--- src/rtl/bpc_pkg.sv ---
`timescale 1ns / 1ps

package bpc_pkg;

  localparam int ADDR_W = 4;
  localparam int DATA_W = 32;

  typedef enum logic [1:0] {
    REG_REPEAT  = 2'd0,
    REG_CHATTER = 2'd1,
    REG_LONG    = 2'd2
  } reg_idx_t;

  typedef enum logic [1:0] {
    PH_RELEASED = 2'd0,
    PH_PRESSED  = 2'd1,
    PH_LONG     = 2'd2,
    PH_REPEAT   = 2'd3
  } phase_t;

  typedef enum logic [1:0] {
    EV_NONE   = 2'd0,
    EV_SHORT  = 2'd1,
    EV_LONG   = 2'd2,
    EV_REPEAT = 2'd3
  } event_t;

  typedef struct packed {
    logic        repeat_enable;
    logic [15:0] chatter_ms;
    logic [15:0] long_press_ms;
  } cfg_t;

  localparam logic        RESET_REPEAT  = 1'b0;
  localparam logic [15:0] RESET_CHATTER = 16'd30;
  localparam logic [15:0] RESET_LONG    = 16'd1000;

endpackage

--- src/rtl/bpc_regs.sv ---
`timescale 1ns / 1ps

module bpc_regs (
  input  logic                       clk,
  input  logic                       rst,
  input  logic                       psel,
  input  logic                       penable,
  input  logic                       pwrite,
  input  logic [bpc_pkg::ADDR_W-1:0] paddr,
  input  logic [bpc_pkg::DATA_W-1:0] pwdata,
  output logic [bpc_pkg::DATA_W-1:0] prdata,
  output logic                       pready,
  output bpc_pkg::cfg_t              cfg
);

  logic       wr;
  logic [1:0] idx;

  assign pready = 1'b1;
  assign wr     = psel && penable && pwrite;
  assign idx    = paddr[3:2];

  always_ff @(posedge clk) begin
    if (rst) begin
      cfg.repeat_enable <= bpc_pkg::RESET_REPEAT;
      cfg.chatter_ms    <= bpc_pkg::RESET_CHATTER;
      cfg.long_press_ms <= bpc_pkg::RESET_LONG;
    end else if (wr) begin
      case (idx)
        bpc_pkg::REG_REPEAT:  cfg.repeat_enable <= pwdata[0];
        bpc_pkg::REG_CHATTER: cfg.chatter_ms    <= pwdata[15:0];
        bpc_pkg::REG_LONG:    cfg.long_press_ms <= pwdata[15:0];
        default: ;
      endcase
    end
  end

  always_comb begin
    case (idx)
      bpc_pkg::REG_REPEAT:  prdata = {31'd0, cfg.repeat_enable};
      bpc_pkg::REG_CHATTER: prdata = {16'd0, cfg.chatter_ms};
      bpc_pkg::REG_LONG:    prdata = {16'd0, cfg.long_press_ms};
      default:              prdata = '0;
    endcase
  end

endmodule

--- src/rtl/bpc_classify.sv ---
`timescale 1ns / 1ps

module bpc_classify (
  input  logic          clk,
  input  logic          rst,
  input  bpc_pkg::cfg_t cfg,
  input  logic          step,
  input  logic          pin_level,
  input  logic [31:0]   now_ms,
  output logic [1:0]    event_next
);

  bpc_pkg::phase_t phase, phase_next;
  logic [31:0]     start_ms, start_ms_next;
  logic [31:0]     elapsed;
  logic            over_long, over_chatter;
  bpc_pkg::event_t ev;

  // modular difference handles timestamp wrap
  assign elapsed      = now_ms - start_ms;
  assign over_long    = elapsed > {16'd0, cfg.long_press_ms};
  assign over_chatter = elapsed > {16'd0, cfg.chatter_ms};

  always_comb begin
    phase_next    = phase;
    start_ms_next = start_ms;
    ev            = bpc_pkg::EV_NONE;
    if (!pin_level) begin
      case (phase)
        bpc_pkg::PH_RELEASED: begin
          phase_next    = bpc_pkg::PH_PRESSED;
          start_ms_next = now_ms;
        end
        bpc_pkg::PH_PRESSED: begin
          if (over_long) begin
            if (cfg.repeat_enable) begin
              phase_next = bpc_pkg::PH_REPEAT;
            end else begin
              phase_next = bpc_pkg::PH_LONG;
              ev         = bpc_pkg::EV_LONG;
            end
          end
        end
        bpc_pkg::PH_REPEAT: begin
          if (over_long) begin
            start_ms_next = now_ms;
            ev            = bpc_pkg::EV_REPEAT;
          end
        end
        default: ;
      endcase
    end else begin
      if (phase == bpc_pkg::PH_PRESSED && over_chatter) ev = bpc_pkg::EV_SHORT;
      phase_next = bpc_pkg::PH_RELEASED;
    end
  end

  assign event_next = ev;

  always_ff @(posedge clk) begin
    if (rst) begin
      phase    <= bpc_pkg::PH_RELEASED;
      start_ms <= '0;
    end else if (step) begin
      phase    <= phase_next;
      start_ms <= start_ms_next;
    end
  end

endmodule

--- src/rtl/button_press_classifier_unit.sv ---
`timescale 1ns / 1ps
// path: an accepted input beat passes the input register, then the result register, to its result beat
// throughput: one poll per cycle, held up only by back-pressure on the output
// input register and result register each hold one beat
// reset (rst, synchronous): phase released, start time zero, registers to defaults,
// both pipeline registers emptied

module button_press_classifier_unit (
  input  logic                       clk,
  input  logic                       rst,
  input  logic                       psel,
  input  logic                       penable,
  input  logic                       pwrite,
  input  logic [bpc_pkg::ADDR_W-1:0] paddr,
  input  logic [bpc_pkg::DATA_W-1:0] pwdata,
  output logic [bpc_pkg::DATA_W-1:0] prdata,
  output logic                       pready,
  input  logic                       in_valid,
  output logic                       in_ready,
  input  logic                       pin_level,
  input  logic [31:0]                now_ms,
  output logic                       out_valid,
  input  logic                       out_ready,
  output logic [1:0]                 event_res
);

  bpc_pkg::cfg_t cfg;
  logic          s1_valid;
  logic          s1_pin;
  logic [31:0]   s1_now;
  logic          out_free;
  logic          advance;
  logic [1:0]    event_next;

  bpc_regs u_regs (
    .clk     (clk),
    .rst     (rst),
    .psel    (psel),
    .penable (penable),
    .pwrite  (pwrite),
    .paddr   (paddr),
    .pwdata  (pwdata),
    .prdata  (prdata),
    .pready  (pready),
    .cfg     (cfg)
  );

  assign out_free = !out_valid || out_ready;
  assign advance  = s1_valid && out_free;
  assign in_ready = !s1_valid || advance;

  always_ff @(posedge clk) begin
    if (rst) begin
      s1_valid <= 1'b0;
    end else if (in_ready) begin
      s1_valid <= in_valid;
    end
  end

  always_ff @(posedge clk) begin
    if (in_valid && in_ready) begin
      s1_pin <= pin_level;
      s1_now <= now_ms;
    end
  end

  bpc_classify u_classify (
    .clk        (clk),
    .rst        (rst),
    .cfg        (cfg),
    .step       (advance),
    .pin_level  (s1_pin),
    .now_ms     (s1_now),
    .event_next (event_next)
  );

  always_ff @(posedge clk) begin
    if (rst) begin
      out_valid <= 1'b0;
    end else if (out_free) begin
      out_valid <= s1_valid;
    end
  end

  always_ff @(posedge clk) begin
    if (advance) event_res <= event_next;
  end

endmodule

--- config.mk ---
export PLATFORM = sky130hd
export DESIGN_NAME = button_press_classifier_unit
export DESIGN_NICKNAME = d
export VERILOG_FILES = /design/src/rtl/bpc_pkg.sv /design/src/rtl/bpc_regs.sv /design/src/rtl/bpc_classify.sv /design/src/rtl/button_press_classifier_unit.sv
export SDC_FILE = /design/constraint.sdc
export NUM_CORES = 1
export LEC_CHECK = 0
export ABC_AREA = 1
export BUFFER_PORTS_ARGS = -buffer_cell sky130_fd_sc_hd__buf_2
export CAP_MARGIN = 20
export CORE_MARGIN = 2
export CORE_UTILIZATION = 63
export DETAILED_ROUTE_END_ITERATION = 16
export GPL_TIMING_DRIVEN = 0
export PLACE_DENSITY = 0.84
export SLEW_MARGIN = 10
export SYNTH_ARGS = -nofsm -noshare
export SYNTH_HDL_FRONTEND = slang
export SYNTH_SLANG_ARGS = --single-unit
export TNS_END_PERCENT = 50
--- constraint.sdc ---
create_clock -name clk -period 6.7 [get_ports clk]
set_input_delay 0.67 -clock clk [delete_from_list [all_inputs] [get_ports clk]]
set_output_delay 0.67 -clock clk [all_outputs]
set_load 0.01 [all_outputs]
==> out/results.tsv <==
stage	metric	value	unit
placed_design	GP Congestion	0.9759	
min_path	Hold Crit Class	register to register	
clock_tree	TritonCTS Buffers	9	
power	Int Power	1193	uW
clock_tree	clock root cell	clkbuf_16	
timing	# setup viols final	0	
logic_synthesis	Adder-Cell Fraction of Synth Area	11.00	%
timing	Clock Skews	0.008805	ns
logic_synthesis	Seq/Total Area, Yosys	31.63	%
logic_synthesis	post-synthesis register bit count	104	
clock_tree	# Post-CTS Setup Buffers	0	
critical_path	Critical Path Sink Type	register	
detailed_routing	Remaining DRCs	0	
finish	layout cells sized above 1	10.22	%
power	Clock Power Share	31.5	%
power	Power Dens Cells	204.2	nW/um2
detailed_routing	Final ANT Viol Nets	0	
critical_path	Max Fanout on Critical Path	10	
global_routing	gr usage total	30.08	%
clock_tree	Clk Latency, worst-skew pair	0.36	ns
logic_synthesis	Post-Synth Simple-Gate Area	29.25	%
finish	diode count	0	
detailed_routing	Initial DRC Count	774	
critical_path	Reg2Reg Launch Point	s1_now[0]	
logic_synthesis	Post-Syn Instances	1181	
floorplanning	Core ar.	11960	um2
floorplanning	IO Pins	113	
logic_synthesis	main combinational cell family by area after synthesis	simple AND/OR/NAND/NOR gates	
global_routing	initial antenna violation count	0	
detailed_routing	routed wl met3	1258	um
clock_tree	CTS tree	built	
logic_synthesis	post-synthesis xor/xnor area fraction	1.708	%
global_routing	first-pass GRT wire length	31220	um
detailed_routing	DR vias/cell	5.197	
logic_synthesis	YS warnings	0	
clock_tree	clk sink count	104	
timing	Hold Fails Final Rpt	0	
finish	area grow syn2layout	12.76	%
logic_synthesis	post-synthesis compound-gate area fraction	10.98	%
detailed_routing	final WL	19090	um
power	Pleak	0.004672	uW
power	worst IR drop on VDD	0.0001802	V
finish	Layout Cells excl Fill	1438	
logic_synthesis	mux contribution to synthesized area	0	%
floorplanning	Initial Util	64.29	%
clock_tree	post-CTS sizing	0	
detailed_routing	Top Layer Used	met4	
power	sequential power share	39.5	%
power	Logic pwr share	29.0	%
clock_tree	# hold bufs at CTS	0	
detailed_routing	vias	7473	
detailed_routing	wire length per cell	13.27	um
job	Max-Cap Viols	0	
timing	Worst Max-Slew Pin Slew	0.6363	ns
critical_path	CP Data Required Time	6.95	ns
critical_path	critical path arrival	3.98	ns
min_path	Hold Crit Start	u_classify.start_ms[14]	
placed_design	port bufs	77	
global_routing	vias in the first global route	6767	
critical_path	flop2flop setup slack	2.97	ns
detailed_routing	Routed met1 length	8763	um
timing	RSZ-0062 raised after global routing	false	
critical_path	Setup crit start kind	register	
floorplanning	die height	114.5	um
timing	Slew HR	57.58	%
power	sw frac	32.59	%
global_routing	gr ovfl total	0	
timing	crit path time final	3.731	ns
critical_path	critical path type	register to register	
critical_path	CP Launch Point	s1_now[0]	
floorplanning	chip width	114.5	um
timing	fmax	268.0	MHz
detailed_routing	metal2 WL	8590	um
logic_synthesis	Yosys cell types	33	
clock_tree	clock tree buffer depth	2	
status	status	finished clean	
timing	fin. max-slew vios	0	
placed_design	placed wire-length estimate	15080	um
finish	utilization after layout	72.49	%
clock_tree	CTS H-tree depth	3	
logic_synthesis	Netlist Area Pre-Place	7690	um2
detailed_routing	drt pass-1 iters	6	
logic_synthesis	Syn Area/Cell	6.511	um2
finish	nets@finish	1429	
timing	setup TNS	0	ns
power	Sw Pwr	576.9	uW
timing	Final Cycle Share	55.68	%
floorplanning	row count	40	
placed_design	placed insts	1422	
floorplanning	overall die area	13110	um2
global_routing	pin count of the biggest net entering global routing	24	
clock_tree	Clock transition at path regs	0.07	ns
-- power by group through the flow --
| stage | clock network (uW) | registers (uW) | logic, uW |
|---|---|---|---|
| 2_1_floorplan | 0 | 709 | 377 |
| 3_3_place_gp | 0 | 712 | 487 |
| 3_5_place_dp | 0 | 713 | 502 |
| 4_1_cts | 560 | 699 | 507 |
| 5_1_grt | 583 | 702 | 589 |
| 6_report | 557 | 699 | 514 |
-- cells by family (layout without fill, tap and decap cells) --
| group | after synthesis | after routing |
|---|---|---|
| AOI/OAI and AO/OA | 155 | 155 |
| other | 2 | 17 |
| DFF | 104 | 104 |
| buffers and inverters | 290 | 385 |
| xor gates and xnor gates | 15 | 15 |
| and+or+nand+nor | 548 | 548 |
| adders and majority gates | 67 | 67 |
-- registers in the layout, summed over array words and instances, names as in the netlist --
register	count
out_valid	1
s1_pin	1
u_classify.start_ms	32
u_regs.cfg	33
s1_now	32
u_classify.phase	2
s1_valid	1
event_res	2
-- cell usage after synthesis, drive strengths merged --
cell     instances  area (um2)
nand2          349        1315
inv            246       923.4
nor2           101       394.1
a21oi           93       469.2
nand3           71       365.3
dfxtp           69        1381
ha              66       825.8
edfxtp          35        1051
o21ai           30       150.1
buf             24       180.2
clkbuf          20       75.07
o22ai           15       93.84
nand4           14       102.6
xor2            14       122.6
o211ai          11       82.58
nor3             9       45.04
and2             2       12.51
conb             2       7.510
nand3b           2       15.01
o21a             2       15.01
fa               1       20.02
o2111ai          1       8.760
o21bai           1       7.510
o221ai           1       8.760
o311ai           1       8.760
xnor2            1       8.760
-- metrics by stage --
stage	hold WS, ns	setup slack (ns)	power [uW]	cell area [um2]
final	0.4823	2.969	1770	8671
after global routing	0.4818	2.661	1874	8671
after CTS	0.4798	3.001	1766	8671
after detailed placement	0.4681	3.016	1214	8356
after global placement	0.4596	3.075	1199	8315
after floorplan	0.4516	3.785	1086	7746
-- layout by cell type, fill, tap and decap left out, types with 2 or more instances in the layout --
cell       netlist  final
nand2_1        347    347
inv_1          246    246
nor2_1          95     95
a21oi_1         92     92
buf_2            3     80
nand3_1         69     69
dfxtp_1         69     69
ha_1            66     66
edfxtp_1        35     35
o21ai_0         30     30
buf_4           19     20
clkbuf_1        20     20
conb_1           2     17
o22ai_1         15     15
xor2_1          14     14
nand4_1         13     13
o211ai_1        11     11
clkbuf_16        0     10
nor3_1           9      8
nor2_2           6      6
clkinv_2         0      3
nand2_2          2      2
nand3b_1         2      2
nand3_2          2      2
o21a_1           2      2
and2_1           2      2
buf_6            2      2
-- layout make-up --
| type | count | area (um2) |
|---|---|---|
| Clock inverter | 5 | 51.30 |
| Clock buffer | 11 | 264.0 |
| Fill cell | 1014 | 3291 |
| Tap cell | 147 | 183.9 |
| Buffer | 44 | 255.2 |
| Timing Repair Buffer | 79 | 420.4 |
| Inverter | 246 | 923.4 |
| Multi-Input combinational cell | 802 | 4140 |
| Sequential cell | 104 | 2432 |
-- path summary, 6_finish.rpt --
| kind | depth (start not counted) | endpoint |
|---|---|---|
| min reg2reg | 2 | u_classify.start_ms[14] |
| max | 19 | u_classify.start_ms[23] |
| min | 2 | u_classify.start_ms[14] |
| max reg2reg | 19 | u_classify.start_ms[23] |
-- layer usage --
layer | vias to the layer above | global-route usage [%]
li1 | 3871 | -
met1 | 3293 | 39.96
met2 | 273 | 49.47
met3 | 36 | 4.976
met4 | 0 | 10.81
met5 | - | 0
-- critical path, stage by stage, from the launching register on --
cell	delay (ns)
edfxtp_1	0.32
inv_1	0.06
ha_1	0.30
fa_1	0.43
inv_1	0.12
nand3_1	0.08
nand3_1	0.15
nand3_1	0.09
nand3_1	0.17
xor2_1	0.29
ha_1	0.30
nand3_1	0.09
nor3_1	0.06
nand2_1	0.06
nand4_1	0.07
nand2_1	0.18
nand4_4	0.30
buf_2	0.31
a21oi_1	0.17
nor2_1	0.07
Power figures use the tool's default switching activity.
